**src/sv/cts_pkg.sv**
```systemverilog
// Package for the C-like token scanner: token kind codes, result item type,
// keyword table and character class helpers. No dependencies.
package cts_pkg;

  localparam int NAME_CHARS = 8;
  localparam int Q_DEPTH    = 4;
  localparam int Q_AW       = $clog2(Q_DEPTH);
  localparam logic [30:0] NUM_MAX = 31'h7FFF_FFFF;

  localparam logic [4:0] K_INT     = 5'd0;
  localparam logic [4:0] K_IDENT   = 5'd1;
  localparam logic [4:0] K_NUMBER  = 5'd2;
  localparam logic [4:0] K_COLON   = 5'd3;
  localparam logic [4:0] K_SEMI    = 5'd4;
  localparam logic [4:0] K_LPAREN  = 5'd5;
  localparam logic [4:0] K_RPAREN  = 5'd6;
  localparam logic [4:0] K_LBRACE  = 5'd7;
  localparam logic [4:0] K_RBRACE  = 5'd8;
  localparam logic [4:0] K_ASSIGN  = 5'd9;
  localparam logic [4:0] K_PLUS    = 5'd10;
  localparam logic [4:0] K_MINUS   = 5'd11;
  localparam logic [4:0] K_STAR    = 5'd12;
  localparam logic [4:0] K_SLASH   = 5'd13;
  localparam logic [4:0] K_PERCENT = 5'd14;
  localparam logic [4:0] K_EQ      = 5'd15;
  localparam logic [4:0] K_NE      = 5'd16;
  localparam logic [4:0] K_GT      = 5'd17;
  localparam logic [4:0] K_GE      = 5'd18;
  localparam logic [4:0] K_LT      = 5'd19;
  localparam logic [4:0] K_LE      = 5'd20;
  localparam logic [4:0] K_AMP     = 5'd21;
  localparam logic [4:0] K_PIPE    = 5'd22;
  localparam logic [4:0] K_BANG    = 5'd23;
  localparam logic [4:0] K_IF      = 5'd24;
  localparam logic [4:0] K_ELSE    = 5'd25;
  localparam logic [4:0] K_WHILE   = 5'd26;
  localparam logic [4:0] K_PRINT   = 5'd27;
  localparam logic [4:0] K_COMMENT = 5'd28;
  localparam logic [4:0] K_END     = 5'd29;
  localparam logic [4:0] K_ERROR   = 5'd30;

  typedef struct packed {
    logic [4:0]  kind;
    logic [63:0] value;
    logic [3:0]  len;
    logic        last;
  } token_t;

  typedef struct packed {
    logic [63:0] chars;
    logic [3:0]  len;
    logic [4:0]  kind;
  } kw_t;

  localparam int NUM_KW = 5;

  // characters packed first-in-low-byte
  localparam kw_t KW_TABLE [NUM_KW] = '{
    '{chars: 64'h0000_0000_0074_6E69, len: 4'd3, kind: K_INT},
    '{chars: 64'h0000_0000_0000_6669, len: 4'd2, kind: K_IF},
    '{chars: 64'h0000_0000_6573_6C65, len: 4'd4, kind: K_ELSE},
    '{chars: 64'h0000_0065_6C69_6877, len: 4'd5, kind: K_WHILE},
    '{chars: 64'h0000_0074_6E69_7270, len: 4'd5, kind: K_PRINT}
  };

  function automatic logic is_word(input logic [7:0] c);
    return (c >= 8'h61 && c <= 8'h7A) || (c >= 8'h41 && c <= 8'h5A) || (c == 8'h5F);
  endfunction

  function automatic logic is_digit(input logic [7:0] c);
    return c >= 8'h30 && c <= 8'h39;
  endfunction

endpackage

```
**src/sv/c_like_token_scanner.sv**
```systemverilog
// Top level of the C-like token scanner: byte stream in, token items out.
// Depends on cts_pkg.
//
// One source byte is accepted per cycle while in_ready is high and is held
// back one item as lookahead; the held byte is scanned against the new byte
// by combinational compare and accumulate logic, and its token (if any) is
// pushed into a four-entry result queue. A zero byte also pushes the end token
// and returns the scanner to its reset state, so that item can produce two
// results. in_ready is high while the queue has room for two results, so with
// out_ready held high the block takes a byte every cycle; the only limit
// is the one-result-per-cycle queue read port.
module c_like_token_scanner import cts_pkg::*; (
  input  logic        clk,
  input  logic        rst_n,
  input  logic        in_valid,
  output logic        in_ready,
  input  logic [7:0]  in_source_byte,
  output logic        out_valid,
  input  logic        out_ready,
  output logic [4:0]  out_token_kind,
  output logic [63:0] out_token_value,
  output logic [3:0]  out_name_length,
  output logic        out_last
);

  // scanner state
  logic [7:0]  held_byte_r, held_byte_nxt;
  logic        held_valid_r, held_valid_nxt;
  logic        skip_r, skip_nxt;
  logic [63:0] word_chars_r, word_chars_nxt;
  logic [3:0]  word_cnt_r, word_cnt_nxt;
  logic        word_ovf_r, word_ovf_nxt;
  logic [30:0] num_r, num_nxt;

  // result queue
  token_t           q_r [Q_DEPTH];
  logic [Q_AW-1:0]  wr_ptr_r, wr_ptr_nxt;
  logic [Q_AW-1:0]  rd_ptr_r, rd_ptr_nxt;
  logic [Q_AW:0]    cnt_r, cnt_nxt;

  logic        in_acc, pop;
  logic        tok_vld, end_vld;
  token_t      tok, end_tok, slot0;
  logic [1:0]  push_n;
  logic [34:0] num_mul;
  logic [30:0] num_sat;
  logic        kw_hit;
  logic [4:0]  kw_kind;

  assign in_ready = (cnt_r <= (Q_AW+1)'(Q_DEPTH - 2));
  assign in_acc   = in_valid && in_ready;
  assign out_valid = (cnt_r != '0);
  assign pop      = out_valid && out_ready;

  assign out_token_kind  = q_r[rd_ptr_r].kind;
  assign out_token_value = q_r[rd_ptr_r].value;
  assign out_name_length = q_r[rd_ptr_r].len;
  assign out_last        = q_r[rd_ptr_r].last;

  // x*10 + digit, then clamp
  assign num_mul = ({4'd0, num_r} << 3) + ({4'd0, num_r} << 1)
                 + {31'd0, held_byte_r[3:0] - 4'd0};
  assign num_sat = (num_mul > {4'd0, NUM_MAX}) ? NUM_MAX : num_mul[30:0];

  assign end_tok = '{kind: K_END, value: 64'd0, len: 4'd0, last: 1'b1};

  always_comb begin
    held_byte_nxt  = held_byte_r;
    held_valid_nxt = held_valid_r;
    skip_nxt       = skip_r;
    word_chars_nxt = word_chars_r;
    word_cnt_nxt   = word_cnt_r;
    word_ovf_nxt   = word_ovf_r;
    num_nxt        = num_r;
    tok_vld        = 1'b0;
    tok            = '{kind: K_ERROR, value: 64'd0, len: 4'd0, last: 1'b0};
    end_vld        = 1'b0;
    kw_hit         = 1'b0;
    kw_kind        = K_IDENT;

    if (in_acc) begin
      skip_nxt = 1'b0;
      if (held_valid_r && !skip_r) begin
        if (is_word(held_byte_r)) begin
          if (word_cnt_r < 4'(NAME_CHARS)) begin
            for (int i = 0; i < 8; i++) begin
              if (word_cnt_r[2:0] == 3'(i)) word_chars_nxt[8*i +: 8] = held_byte_r;
            end
            word_cnt_nxt = word_cnt_r + 4'd1;
          end else begin
            word_ovf_nxt = 1'b1;
          end
          if (!is_word(in_source_byte)) begin
            for (int k = NUM_KW - 1; k >= 0; k--) begin
              if (KW_TABLE[k].len == word_cnt_nxt && KW_TABLE[k].chars == word_chars_nxt) begin
                kw_hit  = 1'b1;
                kw_kind = KW_TABLE[k].kind;
              end
            end
            tok_vld = 1'b1;
            if (word_ovf_nxt) begin
              tok.kind = K_ERROR;
            end else if (kw_hit) begin
              tok.kind = kw_kind;
            end else begin
              tok.kind  = K_IDENT;
              tok.value = word_chars_nxt;
              tok.len   = word_cnt_nxt;
            end
            word_chars_nxt = 64'd0;
            word_cnt_nxt   = 4'd0;
            word_ovf_nxt   = 1'b0;
          end
        end else if (is_digit(held_byte_r)) begin
          num_nxt = num_sat;
          if (!is_digit(in_source_byte)) begin
            tok_vld   = 1'b1;
            tok.kind  = K_NUMBER;
            tok.value = {33'd0, num_sat};
            num_nxt   = 31'd0;
          end
        end else begin
          tok_vld = 1'b1;
          case (held_byte_r)
            8'h3A: tok.kind = K_COLON;
            8'h3B: tok.kind = K_SEMI;
            8'h28: tok.kind = K_LPAREN;
            8'h29: tok.kind = K_RPAREN;
            8'h7B: tok.kind = K_LBRACE;
            8'h7D: tok.kind = K_RBRACE;
            8'h2B: tok.kind = K_PLUS;
            8'h2D: tok.kind = K_MINUS;
            8'h2A: tok.kind = K_STAR;
            8'h25: tok.kind = K_PERCENT;
            8'h26: tok.kind = K_AMP;
            8'h7C: tok.kind = K_PIPE;
            8'h3D: begin
              skip_nxt = (in_source_byte == 8'h3D);
              tok.kind = skip_nxt ? K_EQ : K_ASSIGN;
            end
            8'h2F: begin
              skip_nxt = (in_source_byte == 8'h2F);
              tok.kind = skip_nxt ? K_COMMENT : K_SLASH;
            end
            8'h21: begin
              skip_nxt = (in_source_byte == 8'h3D);
              tok.kind = skip_nxt ? K_NE : K_BANG;
            end
            8'h3E: begin
              skip_nxt = (in_source_byte == 8'h3D);
              tok.kind = skip_nxt ? K_GE : K_GT;
            end
            8'h3C: begin
              skip_nxt = (in_source_byte == 8'h3D);
              tok.kind = skip_nxt ? K_LE : K_LT;
            end
            default: tok_vld = 1'b0;
          endcase
        end
      end

      if (in_source_byte == 8'h00) begin
        // end of stream: flush token above, then back to reset state
        end_vld        = 1'b1;
        held_byte_nxt  = 8'h00;
        held_valid_nxt = 1'b0;
        skip_nxt       = 1'b0;
        word_chars_nxt = 64'd0;
        word_cnt_nxt   = 4'd0;
        word_ovf_nxt   = 1'b0;
        num_nxt        = 31'd0;
      end else begin
        held_byte_nxt  = in_source_byte;
        held_valid_nxt = 1'b1;
      end
    end
  end

  assign push_n = {1'b0, tok_vld} + {1'b0, end_vld};
  assign slot0  = tok_vld ? tok : end_tok;

  assign wr_ptr_nxt = wr_ptr_r + Q_AW'(push_n);
  assign rd_ptr_nxt = rd_ptr_r + Q_AW'(pop);
  assign cnt_nxt    = cnt_r + (Q_AW+1)'(push_n) - (Q_AW+1)'(pop);

  always_ff @(posedge clk) begin
    if (!rst_n) begin
      held_byte_r  <= 8'h00;
      held_valid_r <= 1'b0;
      skip_r       <= 1'b0;
      word_chars_r <= 64'd0;
      word_cnt_r   <= 4'd0;
      word_ovf_r   <= 1'b0;
      num_r        <= 31'd0;
      wr_ptr_r     <= '0;
      rd_ptr_r     <= '0;
      cnt_r        <= '0;
    end else begin
      held_byte_r  <= held_byte_nxt;
      held_valid_r <= held_valid_nxt;
      skip_r       <= skip_nxt;
      word_chars_r <= word_chars_nxt;
      word_cnt_r   <= word_cnt_nxt;
      word_ovf_r   <= word_ovf_nxt;
      num_r        <= num_nxt;
      wr_ptr_r     <= wr_ptr_nxt;
      rd_ptr_r     <= rd_ptr_nxt;
      cnt_r        <= cnt_nxt;
    end
  end

  always_ff @(posedge clk) begin
    if (push_n != 2'd0) q_r[wr_ptr_r] <= slot0;
    if (push_n == 2'd2) q_r[wr_ptr_r + Q_AW'(1)] <= end_tok;
  end

  // queue never overfills
  a_q_bound: assert property (@(posedge clk) disable iff (!rst_n)
    cnt_r <= (Q_AW+1)'(Q_DEPTH))
    else $error("result queue overflow");

  // end of stream clears the lookahead and word state
  a_eos_clear: assert property (@(posedge clk) disable iff (!rst_n)
    (in_acc && in_source_byte == 8'h00) |=>
      (!held_valid_r && word_cnt_r == 4'd0 && num_r == 31'd0))
    else $error("state not cleared after end of stream");

  // a nonzero byte becomes the lookahead
  a_hold: assert property (@(posedge clk) disable iff (!rst_n)
    (in_acc && in_source_byte != 8'h00) |=>
      (held_valid_r && held_byte_r == $past(in_source_byte)))
    else $error("lookahead byte not captured");

  // last flag only on end tokens
  a_last_kind: assert property (@(posedge clk) disable iff (!rst_n)
    (out_valid && out_last) |-> (out_token_kind == K_END))
    else $error("last flag on non-end token");

endmodule
```
**config.mk**
```make
export PLATFORM = sky130hd
export DESIGN_NAME = c_like_token_scanner
export DESIGN_NICKNAME = d
export VERILOG_FILES = /design/src/sv/cts_pkg.sv /design/src/sv/c_like_token_scanner.sv
export SDC_FILE = /design/constraint.sdc
export NUM_CORES = 1
export LEC_CHECK = 0
export BUFFER_PORTS_ARGS = -buffer_cell sky130_fd_sc_hd__clkbuf_2
export CAP_MARGIN = 20
export CORE_ASPECT_RATIO = 1.25
export CORE_MARGIN = 2
export CORE_UTILIZATION = 62
export CTS_CLUSTER_SIZE = 14
export DETAILED_ROUTE_END_ITERATION = 7
export GPL_TIMING_DRIVEN = 1
export PLACE_DENSITY = 0.91
export SKIP_LAST_GASP = 1
export SLEW_MARGIN = 15
export SYNTH_ARGS = -nofsm -noshare
export SYNTH_HDL_FRONTEND = slang
export SYNTH_SLANG_ARGS = --single-unit
```
**constraint.sdc**
```tcl
create_clock -name clk -period 4.95 [get_ports clk]
set_input_delay 0.7425 -clock clk [delete_from_list [all_inputs] [get_ports clk]]
set_output_delay 0.7425 -clock clk [all_outputs]
set_load 0.05 [all_outputs]
```
==> results of run 1 <==
[cell families (layout without fill, tap and decap cells)]
group | Yosys count | in the layout | share of synthesized area
flops | 413 | 413 | 0.402
xor+xnor | 28 | 28 | 0.0119
compound gates | 600 | 600 | 0.212
buf+inv | 211 | 238 | 0.0428
fa+ha+maj | 77 | 77 | 0.0480
simple gates | 719 | 719 | 0.173
mux | 130 | 130 | 0.110
[layer usage]
layer	share of wire	wire [um]	vias to the layer above	global-route usage
met5	0	0	-	0
met4	0.074	4710	0	0.256
met3	0.089	5680	368	0.0606
met2	0.48	30200	1228	0.584
met1	0.36	22900	9001	0.418
li1	-	-	8194	-
[cells in the mapped netlist, types with 6 or more instances]
master | instances | area share
sky130_fd_sc_hd__a22o_1 | 25 | 0.011
sky130_fd_sc_hd__xnor2_1 | 17 | 0.0072
sky130_fd_sc_hd__dfxtp_1 | 413 | 0.40
sky130_fd_sc_hd__nand4_1 | 13 | 0.0040
sky130_fd_sc_hd__o211ai_1 | 27 | 0.0099
sky130_fd_sc_hd__mux2i_1 | 31 | 0.015
sky130_fd_sc_hd__nor4_1 | 23 | 0.0070
sky130_fd_sc_hd__a21boi_0 | 16 | 0.0058
sky130_fd_sc_hd__nand3_1 | 39 | 0.0095
sky130_fd_sc_hd__o21ai_0 | 148 | 0.036
sky130_fd_sc_hd__nor2_1 | 88 | 0.016
sky130_fd_sc_hd__or4_1 | 8 | 0.0029
sky130_fd_sc_hd__buf_2 | 19 | 0.0046
sky130_fd_sc_hd__nor3_1 | 46 | 0.011
sky130_fd_sc_hd__clkbuf_1 | 139 | 0.025
sky130_fd_sc_hd__inv_1 | 30 | 0.0055
sky130_fd_sc_hd__o221ai_1 | 86 | 0.037
sky130_fd_sc_hd__and2_1 | 19 | 0.0058
sky130_fd_sc_hd__a32oi_1 | 56 | 0.024
sky130_fd_sc_hd__nor2b_1 | 70 | 0.021
sky130_fd_sc_hd__o22a_1 | 13 | 0.0055
sky130_fd_sc_hd__nand3b_1 | 14 | 0.0051
sky130_fd_sc_hd__a32o_1 | 76 | 0.037
sky130_fd_sc_hd__o31ai_1 | 6 | 0.0022
sky130_fd_sc_hd__buf_6 | 6 | 0.0033
sky130_fd_sc_hd__and3_1 | 11 | 0.0033
sky130_fd_sc_hd__mux4_2 | 74 | 0.081
sky130_fd_sc_hd__mux2_2 | 23 | 0.013
sky130_fd_sc_hd__nand4b_1 | 10 | 0.0043
sky130_fd_sc_hd__a21oi_1 | 87 | 0.021
sky130_fd_sc_hd__buf_1 | 12 | 0.0022
sky130_fd_sc_hd__or3_1 | 7 | 0.0021
sky130_fd_sc_hd__nand2b_1 | 12 | 0.0037
sky130_fd_sc_hd__xor2_1 | 11 | 0.0047
sky130_fd_sc_hd__ha_1 | 74 | 0.045
sky130_fd_sc_hd__nand2_1 | 322 | 0.059
sky130_fd_sc_hd__a21o_1 | 11 | 0.0040
sky130_fd_sc_hd__o21ai_1 | 8 | 0.0019
[critical path, delay by kind of cell, from the launching register on]
kind            cells  cell delay [ps]
simple gates        2              380
compound gates      7             2390
flops               1              420
fa+ha+maj           3              960
buf+inv             2              320
[cells in the final DEF, fill, tap and decap left out, drive strengths merged, types with 33 or more instances in the layout]
| master | n |
|---|---|
| dfxtp | 413 |
| nand2 | 322 |
| o21ai | 157 |
| clkbuf | 142 |
| nor2 | 88 |
| a21oi | 87 |
| o221ai | 86 |
| a32o | 76 |
| mux4 | 74 |
| ha | 74 |
| nor2b | 70 |
| a32oi | 56 |
| buf | 55 |
| nor3 | 47 |
| nand3 | 39 |
| mux2i | 33 |
[flip-flops by register name, indices dropped and copies added, names as in the netlist]
register,cells
rd_ptr_r,2
num_r,31
word_chars_r,64
held_byte_r,8
cnt_r,3
skip_r,1
word_ovf_r,1
q_r,296
word_cnt_r,4
held_valid_r,1
wr_ptr_r,2
[path summary, 6_finish.rpt]
path | end
setup reg to reg | q_r[0][15]
hold / removal | q_r[2][39]
setup / recovery | q_r[0][15]
hold reg to reg | q_r[2][39]
[power by group]
group	total, W	internal [W]	switching, W	leakage (nW)
Combinational	0.000829	0.000316	0.000513	4.47
Sequential	0.00355	0.00338	0.000176	3.33
Clock	0.00317	0.00188	0.00129	0.653
Total	0.00755	0.00557	0.00198	8.45
[area by class of cell]
class | instances | area [um2] | area share
Tap cell | 418 | 523 | 0.0232
Multi-Input combinational cell | 1554 | 11400 | 0.507
Clock buffer | 55 | 1120 | 0.0495
Timing Repair Buffer | 142 | 886 | 0.0393
Clock inverter | 11 | 213 | 0.00942
Sequential cell | 413 | 8280 | 0.367
Inverter | 30 | 113 | 0.00499
[stage by stage]
step	worst slack, ps	power, W	hold WS (ps)	instances	cell area, um2
2_1_floorplan	1080	0.00418	420	2178	20500
3_3_place_gp	501	0.00441	429	2557	21200
3_5_place_dp	354	0.00443	441	2557	21200
4_1_cts	270	0.00753	455	2623	22600
5_1_grt	63.7	0.00773	472	2623	22600
6_report	275	0.00755	450	2623	22600
==> metrics, run 1 <==
Filler Cells Inserted=2,337; overall routed net length=63.5 mm; starting density of the core=0.629; final-stage net count=2,269; count of cells along the worst register-to-register path=14; HPWL after detailed placement=41.1 mm; worst path required time=5310 ps; Post-Route Setup TNS=0 ps; post-synth cell types=78; Core Area=0.0327 mm2; CTS tree=built; result of the run=finished clean; cell area after technology mapping=0.0205 mm2; global route total overflow=0; sequential-to-total area share from yosys stat=0.402; classification of the worst-slack hold path=flop to flop; final cycle utilization of the critical path=0.944; crit path DAT=5030 ps; 1st-iter DRT viols=2,138; critical path's slowest cell=sky130_fd_sc_hd__a2111o_1; final hold vios=0; number of gates given a new drive strength after cts=0; clock tree root buffer cell=sky130_fd_sc_hd__clkbuf_16; cts bufs inserted=39; initial antenna violation count=0; via total after detailed routing=18,800; quantity of I/O buffers inserted on ports=87; count of unresolved DRC violations after routing=0; number of flip-flops and latches in the synthesized netlist=413; die footprint=0.0346 mm2; layout cell share with drive strength beyond 1=0.151; series of cell instances along the critical path=ha_1, ha_1, inv_1, fa_1, nand2b_1, a21oi_1, o211ai_1, a311oi_1, o2111ai_1, nor4b_1, a2111o_1, buf_12, a21oi_1, o221ai_1; final number of setup-violating endpoints=0; average size of a mapped cell=9.43 um2; setup bufs post-CTS=0; worst-path fanout max=20; clock period minus final worst setup slack=4670 ps; via-per-instance ratio=7.16; Least-Margin Pin Slew=1190 ps; Post-Route Skew=14.8 ps; antenna diode count=0; Final Max Tran Viols=0; leakage=8.45 nW; weighted congestion reported at the end of routability-driven placement=0.985; cts-stage hold buffer count=0; area growth from synthesis to final layout=9.86%; type of origin of the critical path=flop; peak ir drop on the vdd network=0.360 mV; Tot GR Track Use=0.354; CTS HTree Levels=2; HP Start=q_r[2][39]; via count of the first global-routing pass=18,800; wire length of the first global-routing pass=99.5 mm; worst hold path cell count=2; largest buffer count on any clock path=3; power density over the cells=335 mW/mm2; register clock-pin slew on the reported worst setup and hold paths=60 ps; register-to-register path setup slack=280 ps; total iterations of the first detailed-routing run=6; Antenna Violating Nets Remaining=0; final core utilization=0.691; floorplan die width=167 um; Post-synth ARST share=0; final routed wire length divided by cell count=24.2 um; setup repair after global routing missed its margin=no; Critical Path End Type=flop; standard-cell row count=74; Max stage delay on crit path=590 ps; number of I/O pins=88; largest net degree at the start of global routing=66; Post-Syn Instances=2,178; reported max-cap violation count=0; max frequency=0.214 GHz; Syn. warnings=0; flip-flop cell with the highest count after synthesis=sky130_fd_sc_hd__dfxtp_1; worst skew pair latency=540 ps; Post-synth EDFFs=0; worst r2r src=held_byte_r[2]; critical path startpoint=held_byte_r[2]; Post-Syn Nets=2,267; die span in y=208 um; worst slew margin relative to its limit=0.202; number of sinks driven by the clock tree=413; Setup Crit Path Kind=flop to flop
(Power assumes the default switching activity.)
==> inputs of run 2 (changes only) <==
- CORE_ASPECT_RATIO: 1.25 -> 1.4
- SLEW_MARGIN: 15 -> 20
==> metrics, run 2 (synthesis results as in run 1) <==
result of the run=finished clean; final number of setup-violating endpoints=0; CTS tree=built; floorplan die width=158 um; Layout Cell Area excl Fill=0.0224 mm2; via count of the first global-routing pass=19,000; Placement Setup Slack=421 ps; final-stage net count=2,275; max frequency=0.215 GHz; internal power=0.00516 W; switching power summed over all nets=0.00197 W; number of gates given a new drive strength after cts=0; largest net degree at the start of global routing=80; commonest non-fill, non-tap cells in the layout=sky130_fd_sc_hd__dfxtp_1 (411), sky130_fd_sc_hd__nand2_1 (321), sky130_fd_sc_hd__o21ai_0 (148); CTS HTree Levels=2; total iterations of the first detailed-routing run=6; area growth from synthesis to final layout=9.19%; Antenna Violating Nets Remaining=0; final cycle utilization of the critical path=0.940; cts-stage hold buffer count=0; setup repair after global routing missed its margin=no; antenna diode count=0; final routed wire length divided by cell count=24.5 um; initial antenna violation count=0; HPWL after detailed placement=42.7 mm; Critical Path End Type=flop; peak ir drop on the vdd network=0.266 mV; Least-Margin Pin Slew=1150 ps; starting density of the core=0.632; worst skew pair latency=550 ps; crit path DAT=5050 ps; largest buffer count on any clock path=3; register clock-pin slew on the reported worst setup and hold paths=70 ps; clock power share=0.383; number of I/O pins=88; worst hold margin=450 ps; area post-placement=0.0213 mm2; die span in y=219 um; wire length of the first global-routing pass=99.9 mm; number of sinks driven by the clock tree=413; worst slew margin relative to its limit=0.232; Met1 Wirelength=22.2 mm; via-per-instance ratio=7.17; quantity of I/O buffers inserted on ports=87; via total after detailed routing=19,000; Final Max Tran Viols=0; die footprint=0.0346 mm2; global route total overflow=0; highest metal layer used by the detailed router=met4; weighted congestion reported at the end of routability-driven placement=0.977; leakage=8.38 nW; worst-path fanout max=19; max reg flops=296; 1st-iter DRT viols=2,400; Post-Route Skew=13.6 ps; largest registers in the final layout=q_r x296, word_chars_r x64, num_r x31; met2 layer wire length in the routed design=31.2 mm; Switching Share=0.276; reported max-cap violation count=0; register with the most flip-flops=q_r; Final WS setup=296 ps; layout cell share with drive strength beyond 1=0.150; standard-cell row count=78; most frequent standard cell in the layout excluding fill and tap cells=sky130_fd_sc_hd__dfxtp_1; Filler Cells Inserted=2,389; type of origin of the critical path=flop; clock tree root buffer cell=sky130_fd_sc_hd__clkbuf_16; Reg power frac=0.499; Post-Route Setup TNS=0 ps; Final Power=0.00713 W; worst path required time=5350 ps; cts bufs inserted=38; Setup Crit Path Kind=flop to flop; classification of the worst-slack hold path=flop to flop; final hold vios=0; Core Area=0.0325 mm2; setup bufs post-CTS=0; overall routed net length=64.7 mm; power density over the cells=318 mW/mm2; multi-input logic area=0.0114 mm2; Detail Route met3 WL=5.87 mm; count of unresolved DRC violations after routing=0; clock period minus final worst setup slack=4650 ps; storage element area=0.00828 mm2; Tot GR Track Use=0.366; Combinational Power Share=0.118
-- run 2: changes by cell type in the layout (fill, tap and decap cells not counted), moves of 2 or more --
cell,previous run,this run
sky130_fd_sc_hd__bufinv_16,6,0
sky130_fd_sc_hd__buf_4,52,57
sky130_fd_sc_hd__clkbuf_8,8,3
sky130_fd_sc_hd__buf_12,3,5
sky130_fd_sc_hd__clkbuf_1,8,10
sky130_fd_sc_hd__clkinv_2,3,5
-- run 2: layout make-up --
type,instances,share of cell area
Sequential cell,413,0.369
Multi-Input combinational cell,1554,0.510
Tap cell,440,0.0245
Clock inverter,8,0.00257
Inverter,30,0.00502
Clock buffer,51,0.0459
Timing Repair Buffer,149,0.0429
-- run 2: power groups by stage --
stage / sequential [W] / combinational [W] / clock, W
3_3_place_gp: 0.00362 / 0.000808 / 0
6_report: 0.00356 / 0.000839 / 0.00273
3_5_place_dp: 0.00362 / 0.000823 / 0
2_1_floorplan: 0.00347 / 0.000709 / 0
5_1_grt: 0.00356 / 0.000884 / 0.00285
4_1_cts: 0.00355 / 0.000828 / 0.00272
-- run 2: layer usage --
metal,vias to the layer above,GRT usage
met2,1311,0.623
met1,9045,0.407
met3,393,0.0596
li1,8210,-
met4,0,0.276
met5,-,0
-- run 2: worst max-delay path, stage by stage, from the launching register on --
cell                       delay [ps]
sky130_fd_sc_hd__dfxtp_1          620
sky130_fd_sc_hd__inv_1            180
sky130_fd_sc_hd__ha_1             260
sky130_fd_sc_hd__nor3b_2          170
sky130_fd_sc_hd__buf_4            240
sky130_fd_sc_hd__mux2i_1          580
sky130_fd_sc_hd__or4b_2           650
sky130_fd_sc_hd__nor4_1           180
sky130_fd_sc_hd__o211ai_1         170
sky130_fd_sc_hd__a21oi_1          360
sky130_fd_sc_hd__nor3b_4          150
sky130_fd_sc_hd__buf_4            240
sky130_fd_sc_hd__nand2_1          490
sky130_fd_sc_hd__o21ai_0          200
-- run 2: stage by stage --
stage,utilization,cells
floorplan,-,2178
global placement,0.657,2586
detailed placement,0.657,2586
CTS,0.690,2645
global route,0.690,2645
finish,0.690,2645
-- run 2: worst paths after layout --
kind | from | endpoint | slack [ps] | cells past startpoint
max | word_cnt_r[0] | q_r[1][3] | 300 | 13
min | q_r[1][2] | q_r[1][2] | 450 | 2
max reg2reg | word_cnt_r[0] | q_r[1][3] | 300 | 13
min reg2reg | q_r[1][2] | q_r[1][2] | 450 | 2
